## config.mk

```make
export PLATFORM = sky130hd
export DESIGN_NAME = onewire_rom_search_engine
export DESIGN_NICKNAME = d
export VERILOG_FILES = /design/src/hdl/ows_pkg.sv /design/src/hdl/ows_core.sv /design/src/hdl/ows_skid.sv /design/src/hdl/onewire_rom_search_engine.sv
export SDC_FILE = /design/constraint.sdc
export NUM_CORES = 1
export LEC_CHECK = 0
export BUFFER_PORTS_ARGS = -buffer_cell sky130_fd_sc_hd__buf_2
export CELL_PAD_IN_SITES_DETAIL_PLACEMENT = 1
export CELL_PAD_IN_SITES_GLOBAL_PLACEMENT = 1
export CORE_ASPECT_RATIO = 1.5
export CORE_MARGIN = 3
export CORE_UTILIZATION = 50
export CTS_BUF_LIST = sky130_fd_sc_hd__clkbuf_2 sky130_fd_sc_hd__clkbuf_4 sky130_fd_sc_hd__clkbuf_8
export DETAILED_ROUTE_END_ITERATION = 7
export PLACE_DENSITY_LB_ADDON = 0.2
export SLEW_MARGIN = 30
export SYNTH_ARGS = -nofsm -noshare
export SYNTH_HDL_FRONTEND = slang
export SYNTH_HIERARCHICAL = 1
export SYNTH_SLANG_ARGS = --single-unit
export TNS_END_PERCENT = 100
```

## constraint.sdc

```tcl
create_clock -name aclk -period 10.95 [get_ports aclk]
set_input_delay 0.5475 -clock aclk [delete_from_list [all_inputs] [get_ports aclk]]
set_output_delay 0.5475 -clock aclk [all_outputs]
set_load 0.01 [all_outputs]
```

## src/hdl/ows_pkg.sv

```systemverilog
package ows_pkg;

    localparam int unsigned ROM_WIDTH    = 64;
    localparam int unsigned POS_WIDTH    = 7;
    localparam int unsigned FAM_WIDTH    = 4;
    localparam int unsigned IDX_WIDTH    = 6;
    localparam logic [POS_WIDTH-1:0] ROM_BITS_TOTAL = 7'd64;
    localparam logic [POS_WIDTH-1:0] FAMILY_LIMIT   = 7'd9;
    localparam logic [POS_WIDTH-1:0] FIRST_POS      = 7'd1;

    typedef enum logic [1:0] {
        FUNC_CLEAR = 2'd0,
        FUNC_START = 2'd1,
        FUNC_BITS  = 2'd2
    } ows_func_t;

    typedef enum logic [2:0] {
        ST_CONTINUE = 3'd0,
        ST_STARTED  = 3'd1,
        ST_FOUND    = 3'd2,
        ST_ENDED    = 3'd3,
        ST_CLEARED  = 3'd4,
        ST_IGNORED  = 3'd5
    } ows_status_t;

    typedef struct packed {
        logic [1:0] func;
        logic       no_presence;
        logic       id_bit;
        logic       complement_bit;
    } ows_in_t;

    typedef struct packed {
        logic [2:0]           status;
        logic                 direction_valid;
        logic                 direction;
        logic [ROM_WIDTH-1:0] rom_code;
        logic                 last_device;
        logic [FAM_WIDTH-1:0] family_discrepancy;
    } ows_out_t;

endpackage

```

## src/hdl/ows_core.sv

```systemverilog
module ows_core
    import ows_pkg::*;
(
    input  logic     aclk,
    input  logic     aresetn,
    input  logic     in_fire,
    input  ows_in_t  in_word,
    output ows_out_t out_word
);

    logic [ROM_WIDTH-1:0] rom_bits_reg,         rom_bits_next;
    logic [POS_WIDTH-1:0] last_disc_reg,        last_disc_next;
    logic [FAM_WIDTH-1:0] family_disc_reg,      family_disc_next;
    logic                 last_device_reg,      last_device_next;
    logic [POS_WIDTH-1:0] bit_position_reg,     bit_position_next;
    logic [POS_WIDTH-1:0] zero_choice_pos_reg,  zero_choice_pos_next;
    logic                 searching_reg,        searching_next;

    logic [IDX_WIDTH-1:0] bit_idx;
    logic                 dir;
    logic [POS_WIDTH-1:0] pos_inc;
    ows_status_t          status;
    logic                 dir_valid;

    assign bit_idx = IDX_WIDTH'(bit_position_reg - FIRST_POS);
    assign pos_inc = bit_position_reg + FIRST_POS;

    always_comb begin
        rom_bits_next        = rom_bits_reg;
        last_disc_next       = last_disc_reg;
        family_disc_next     = family_disc_reg;
        last_device_next     = last_device_reg;
        bit_position_next    = bit_position_reg;
        zero_choice_pos_next = zero_choice_pos_reg;
        searching_next       = searching_reg;
        status               = ST_IGNORED;
        dir_valid            = 1'b0;
        dir                  = 1'b0;

        unique case (in_word.func)
            FUNC_CLEAR: begin
                rom_bits_next        = '0;
                last_disc_next       = '0;
                family_disc_next     = '0;
                last_device_next     = 1'b0;
                bit_position_next    = FIRST_POS;
                zero_choice_pos_next = '0;
                searching_next       = 1'b0;
                status               = ST_CLEARED;
            end
            FUNC_START: begin
                bit_position_next    = FIRST_POS;
                zero_choice_pos_next = '0;
                if (last_device_reg || in_word.no_presence) begin
                    searching_next   = 1'b0;
                    last_disc_next   = '0;
                    family_disc_next = '0;
                    last_device_next = 1'b0;
                    status           = ST_ENDED;
                end else begin
                    searching_next = 1'b1;
                    status         = ST_STARTED;
                end
            end
            FUNC_BITS: begin
                if (searching_reg) begin
                    if (in_word.id_bit && in_word.complement_bit) begin
                        searching_next   = 1'b0;
                        last_disc_next   = '0;
                        family_disc_next = '0;
                        last_device_next = 1'b0;
                        status           = ST_ENDED;
                    end else begin
                        if (in_word.id_bit != in_word.complement_bit) begin
                            dir = in_word.id_bit;
                        end else begin
                            if (bit_position_reg < last_disc_reg) begin
                                dir = rom_bits_reg[bit_idx];
                            end else begin
                                dir = (bit_position_reg == last_disc_reg);
                            end
                            if (!dir) begin
                                zero_choice_pos_next = bit_position_reg;
                                if (bit_position_reg < FAMILY_LIMIT) begin
                                    family_disc_next = bit_position_reg[FAM_WIDTH-1:0];
                                end
                            end
                        end
                        rom_bits_next[bit_idx] = dir;
                        dir_valid              = 1'b1;
                        bit_position_next      = pos_inc;
                        status                 = ST_CONTINUE;
                        if (pos_inc > ROM_BITS_TOTAL) begin
                            searching_next       = 1'b0;
                            last_disc_next       = zero_choice_pos_next;
                            last_device_next     = last_device_reg
                                                   | (zero_choice_pos_next == '0);
                            bit_position_next    = FIRST_POS;
                            zero_choice_pos_next = '0;
                            if (rom_bits_next[7:0] == 8'd0) begin
                                last_disc_next   = '0;
                                family_disc_next = '0;
                                last_device_next = 1'b0;
                                status           = ST_ENDED;
                            end else begin
                                status = ST_FOUND;
                            end
                        end
                    end
                end
            end
            default: begin
                status = ST_IGNORED;
            end
        endcase
    end

    always_ff @(posedge aclk) begin
        if (!aresetn) begin
            rom_bits_reg        <= '0;
            last_disc_reg       <= '0;
            family_disc_reg     <= '0;
            last_device_reg     <= 1'b0;
            bit_position_reg    <= FIRST_POS;
            zero_choice_pos_reg <= '0;
            searching_reg       <= 1'b0;
        end else if (in_fire) begin
            rom_bits_reg        <= rom_bits_next;
            last_disc_reg       <= last_disc_next;
            family_disc_reg     <= family_disc_next;
            last_device_reg     <= last_device_next;
            bit_position_reg    <= bit_position_next;
            zero_choice_pos_reg <= zero_choice_pos_next;
            searching_reg       <= searching_next;
        end
    end

    always_comb begin
        out_word.status             = status;
        out_word.direction_valid    = dir_valid;
        out_word.direction          = dir;
        out_word.rom_code           = rom_bits_next;
        out_word.last_device        = last_device_next;
        out_word.family_discrepancy = family_disc_next;
    end

endmodule

```

## src/hdl/ows_skid.sv

```systemverilog
module ows_skid
    import ows_pkg::*;
(
    input  logic     aclk,
    input  logic     aresetn,
    input  logic     s_valid,
    output logic     s_ready,
    input  ows_out_t s_word,
    output logic     m_valid,
    input  logic     m_ready,
    output ows_out_t m_word
);

    logic     out_valid_reg,  out_valid_next;
    logic     skid_valid_reg, skid_valid_next;
    ows_out_t out_word_reg,   out_word_next;
    ows_out_t skid_word_reg,  skid_word_next;
    logic     s_fire;
    logic     out_free;

    assign s_ready  = !skid_valid_reg;
    assign s_fire   = s_valid && s_ready;
    assign out_free = !out_valid_reg || m_ready;

    always_comb begin
        out_valid_next  = out_valid_reg;
        skid_valid_next = skid_valid_reg;
        out_word_next   = out_word_reg;
        skid_word_next  = skid_word_reg;
        if (out_free) begin
            if (skid_valid_reg) begin
                out_valid_next  = 1'b1;
                out_word_next   = skid_word_reg;
                skid_valid_next = 1'b0;
            end else begin
                out_valid_next = s_fire;
                out_word_next  = s_word;
            end
        end else if (s_fire) begin
            skid_valid_next = 1'b1;
            skid_word_next  = s_word;
        end
    end

    always_ff @(posedge aclk) begin
        if (!aresetn) begin
            out_valid_reg  <= 1'b0;
            skid_valid_reg <= 1'b0;
        end else begin
            out_valid_reg  <= out_valid_next;
            skid_valid_reg <= skid_valid_next;
        end
        out_word_reg  <= out_word_next;
        skid_word_reg <= skid_word_next;
    end

    assign m_valid = out_valid_reg;
    assign m_word  = out_word_reg;

endmodule

```

## src/hdl/onewire_rom_search_engine.sv

```systemverilog
// Each result word is registered in the two-entry output stage once its input is accepted.
// Throughput: one word per cycle while the skid entry is empty; the decision logic and
// search state update in the accepting cycle, and s_ready is registered (low while full).
// Reset: aresetn is synchronous and active low; it clears the search state to idle
// with bit position one and empties the output stage.
module onewire_rom_search_engine
    import ows_pkg::*;
(
    input  logic     aclk,
    input  logic     aresetn,
    input  logic     s_valid,
    output logic     s_ready,
    input  ows_in_t  s_data,
    output logic     m_valid,
    input  logic     m_ready,
    output ows_out_t m_data
);

    logic     in_fire;
    ows_out_t result;

    assign in_fire = s_valid && s_ready;

    ows_core u_core (
        .aclk     (aclk),
        .aresetn  (aresetn),
        .in_fire  (in_fire),
        .in_word  (s_data),
        .out_word (result)
    );

    ows_skid u_skid (
        .aclk    (aclk),
        .aresetn (aresetn),
        .s_valid (s_valid),
        .s_ready (s_ready),
        .s_word  (result),
        .m_valid (m_valid),
        .m_ready (m_ready),
        .m_word  (m_data)
    );

endmodule

```

; ---- Word-level counts from Yosys, hierarchy flattened
; Cells that the tools add are included.
; Widths: inputs -> output; s select.
[word_totals]
reg_bits = 241
output_inout_bits = 76
elab_cells = 127
[classes]
addsub = 2
magnitude_cmp = 5
eq_ne = 8
mux = 70
bitwise = 3
reduce_logical = 18
[op_table]
columns = operator, count
row1 = $mux 64, 2
row2 = $pmux 64 s2, 1
row3 = $mux 7, 16
row4 = $mux 74, 1
row5 = $bwmux 64, 1
row6 = $mux 4, 8
row7 = $mux 1, 28
row8 = $pmux 7 s2, 2
row9 = $pmux 7 s3, 1
row10 = $pmux 4 s3, 1
row11 = $mux 3, 3
row12 = $pmux 3 s3, 1
row13 = $logic_not 8->1, 1
row14 = $add 7x1->7 const B, 1
row15 = $eq 7x7->1, 1
row16 = $gt 7x7->1 const B, 1
row17 = $logic_not 7->1, 1
row18 = $lt 6x7->1 const B, 1
row19 = $lt 7x4->1 const B, 1
row20 = $lt 7x7->1, 1
row21 = $bmux 1 s6, 1
row22 = $demux 1 s6, 1
row23 = $ge 6x1->1 const B, 1
row24 = $pmux 1 s3, 2
row25 = 20 further kinds, 28

; ---- Logic depth before layout (Yosys ltp)
[logic_depth]
word_depth = 21
ltp_mapped = 16
depth_no_buf = 12

; ---- By module
; Netlist, hierarchy kept.
[modules_own_cells]
columns = module, n_inst, cells_each, area_per_inst_um2
row1 = ows_core, 1, 883, 6457.4
row2 = ows_skid, 1, 239, 5547.8
row3 = onewire_rom_search_engine, 1, 1, 6.3

; ---- Worst setup path after synthesis
; OpenSTA, ideal clock, no wires.
[synth_path]
path_kind = input to register
startpoint = input port m_ready
endpoint = register u_skid/skid_word_reg[0] (netlist bit), enable pin
setup_time_ns = 0.612
arrival_ns = 7.924
path_slack_ns = 2.414
path_stages = 2
n_path_buf = 0
path_cell_list = nand2b_1 > nor3b_1
[synth_via]
elab_chain_len = 3
[synth_lines]
columns = element, line_no
row1 = from (decl), onewire_rom_search_engine.sv:15  ; input logic m_ready,
row2 = $logic_or 1x1->1, ows_skid.sv:23  ; assign out_free = !out_valid_reg || m_ready;
row3 = $not 1->1 (no source line), n/a
row4 = $reduce_and 2->1 (no source line), n/a
row5 = to (signal assigned), ows_skid.sv:54  ; skid_word_reg <= skid_word_next;
row6 = to (decl), ows_skid.sv:17  ; ows_out_t skid_word_reg, skid_word_next;
; No other way between the ends.
; A chain may end at the register's enable or synchronous reset.

==> out/qor.yml <==
outcome: "finished clean"
worst_slew_margin_rel_pct: 34.4
layout-drive-gt1-share_pct: 24.2
layout.filler_cells: 2582
boundaryPins: 85
muxShareOfSynthArea_pct: 10.8
drt_first_pass_iters: 5
worst_hold_path_type: "in -> reg"
post_synth_instance_area_um2: 12000
cts_h_tree_depth: 2
combinational_family_with_the_most_area_after_synthesis: "compound AO/OA/AOI/OAI gates"
final-setup-viol-count: 0
grt_setup_unrepaired: "no"
cts_repair_resize_count: 0
skew_ps: 19.8
cts.hold.buffers_added: 0
max_freq_mhz: 203
synth_cell_type_count: 72
cts_buffer_depth: 3
detailedPlacementHpwl_um: 24800
route.vias.total: 9669
switching_share_pct: 23.8
drv_slew: 0
power.switching_w: 0.000446
die_width_um: 133
number_of_global_route_vias_before_repair: 10100
static-leakage-power_nw: 5.00
critical_path_required_ps: 11370
buffer_ports.inserted: 84
root_buffer: "sky130_fd_sc_hd__clkbuf_8"
std_cell_rows: 68
cts_tree: "done"
global_route.usage.total_pct: 27.6
yosys.area_share.simple_pct: 11.5
combinationalPowerShare_pct: 6.1
worst_skew_pair.late_latency_ps: 550
placeable_core_area_um2: 23300
grt_busiest_layer: "met2"
layout.cell_area.non_filler_um2: 13400
synth_xor_area_share_pct: 0.365
multiInputGateArea_um2: 5200
slowest_delay_ps: 820
post-cts-setup-buffer-count: 0
synth_commonest_cells: "sky130_fd_sc_hd__edfxtp_1, sky130_fd_sc_hd__nand2_1, sky130_fd_sc_hd__dfxtp_1"
ff_latch_area_um2: 6310
m1_gr_usage_pct: 33.0
power_report.internal_total_w: 0.00143
clock-sinks: 241
antenna_violating_nets_post_route: 0
yosys_register_bits: 241
routedWlPerCell_um: 23.6
net_count_synth: 1146
layout-area-overhead-vs-synth_pct: 11.6
complex_gate_fraction_of_the_synthesized_area_pct: 18.6
detail_route.vias_per_cell: 6.33
finalNetCount: 1208
synthesis.yosys.warnings: 6
power.share.clock_pct: 41.3
grt.met3_usage_pct: 4.31
worst_margin_pin_slew_ps: 980
yosys_most_used_dff: "sky130_fd_sc_hd__edfxtp_1"
syn_area_per_cell_um2: 10.7
ir_worst_vdd_mv: 0.107
clk_pin_slew_worst_paths_ps: 60
critical_path.slowest_cell: "sky130_fd_sc_hd__ha_1"
initial_standard_cell_utilization_of_the_core_pct: 51.5
worst_ep_arrival_time_ps: 5340
detailed_place.area_um2: 12600
hold_viol: 0
antenna_violations_before_repair: 0
grt_remaining_overflow: 0
post-route-min-period_ps: 4930
timing.critical_path.from_type: "flop"
synthArstFlopShare_pct: 0
timing_worst_setup_path_type: "reg -> reg"
netlist.top_cell.by_area: "sky130_fd_sc_hd__edfxtp_1"
synth-edff-count: 148
globalplace.congestion: 0.946
synth_area_leaders: "sky130_fd_sc_hd__edfxtp_1, sky130_fd_sc_hd__dfxtp_1, sky130_fd_sc_hd__mux2_2"
power.density_cell_area_nw_per_um2: 140
antenna_cells: 0
share_of_the_synthesized_area_in_the_top_cell_type_pct: 37.0
layout_worst_path_cycle_share_pct: 45.0
detail_route.iter0.violations: 674
p_seq_share_pct: 52.6
synth_cells: 1123
number_of_buffers_created_by_cts: 37
seq_area_frac_synth_pct: 52.5
met2_usage_pct: 47.6
setup-tns-final_ps: 0
post-synth-top-count-cell: "sky130_fd_sc_hd__edfxtp_1"
grt_pass1_wl_um: 57200
worstPathMaxFanout: 20
crit_chain: "inv_1 > ha_1 > mux2i_1 > a211oi_1 > a221oi_1 > o211ai_1 > o31ai_1 > o21ai_2 > nand3_1 > o22ai_1 > mux2_4"
drt_drc_violations_left: 0
synth_adder_area_share_pct: 1.46
die-height_um: 196
routed_wl_um: 36100
die_area_um2: 26000
grt_max_degree: 73
worstSetupEndpointType: "flop"
maxCapViolations: 0
==> layout by cell type (no fill, tap or decap), types with 27 or more instances in the layout <==
cell type	Yosys	final
sky130_fd_sc_hd__nand3_1	43	43
sky130_fd_sc_hd__dfxtp_1	93	91
sky130_fd_sc_hd__inv_1	50	50
sky130_fd_sc_hd__o21ai_0	84	83
sky130_fd_sc_hd__buf_2	18	84
sky130_fd_sc_hd__edfxtp_1	148	148
sky130_fd_sc_hd__nor2_1	75	74
sky130_fd_sc_hd__o22ai_1	51	51
sky130_fd_sc_hd__nand2_1	95	94
sky130_fd_sc_hd__clkbuf_8	0	43
sky130_fd_sc_hd__mux2_2	60	60
sky130_fd_sc_hd__a21oi_1	68	68
sky130_fd_sc_hd__mux2_4	27	27
==> metal layers <==
metal	wire length, um	part of all wire, %
met3	2180	6.0
met1	13700	38
met2	18200	50
met4	2040	5.7
met5	0	0
==> power groups by stage <==
| stage | clock [W] | sequential, W | combinational (W) |
|---|---|---|---|
| final | 0.000774 | 0.000987 | 0.000113 |
| after global routing | 0.000829 | 0.000989 | 0.000122 |
| after CTS | 0.000793 | 0.000987 | 0.000113 |
| after detailed placement | 0 | 0.00101 | 0.000112 |
| after global placement | 0 | 0.00101 | 0.000109 |
| after floorplan | 0 | 0.00102 | 0.0000635 |
==> worst paths after layout <==
path / startpoint / to / slack, ps / cells past startpoint
min reg2reg: u_core/last_disc_reg[3]$_SDFFE_PN0P_ / u_core/last_disc_reg[3]$_SDFFE_PN0P_ / 460 / 2
min: s_valid / u_skid/skid_valid_reg$_SDFFE_PP0P_ / 350 / 3
max reg2reg: u_core/bit_position_reg[1]$_SDFFE_PN0P_ / u_skid/m_word[54]$_DFFE_PP_ / 6020 / 11
max: u_core/bit_position_reg[1]$_SDFFE_PN0P_ / u_skid/m_word[54]$_DFFE_PP_ / 6020 / 11
==> critical path: cells and delay by family (launching register included) <==
kind            cells  cell delay, ps
compound gates      6            2440
fa+ha+maj           1             820
flops               1             540
simple gates        1             450
mux                 2             400
buf+inv             1             120
==> area by class of cell <==
| cell class | instances | share of cell area, % |
|---|---|---|
| multi-input combinational | 752 | 38.8 |
| inverter | 52 | 1.46 |
| timing repair buffer | 101 | 4.11 |
| clock buffer | 52 | 4.92 |
| clock inverter | 15 | 0.756 |
| tap | 315 | 2.94 |
| sequential | 241 | 47.1 |
==> kinds of logic (layout without fill, tap and decap cells) <==
group | Yosys count | count (layout)
compound gates | 342 | 342
xor+xnor | 5 | 5
fa+ha+maj | 14 | 14
buf+inv | 130 | 220
flops | 241 | 241
mux | 105 | 105
simple gates | 286 | 286
==> stage by stage <==
stage               total power (W)  utilization (%)  setup WS [ps]  cells  hold WS [ps]
finish                      0.00187             57.5           6020   1528           350
floorplan                   0.00108                -           2410   1123           436
CTS                         0.00189             57.4           5840   1528           314
global placement            0.00111             54.1           6110   1460           446
global route                0.00194             57.5           5740   1528           359
detailed placement          0.00112             54.1           5820   1461           451
(Power assumes the default switching activity.)
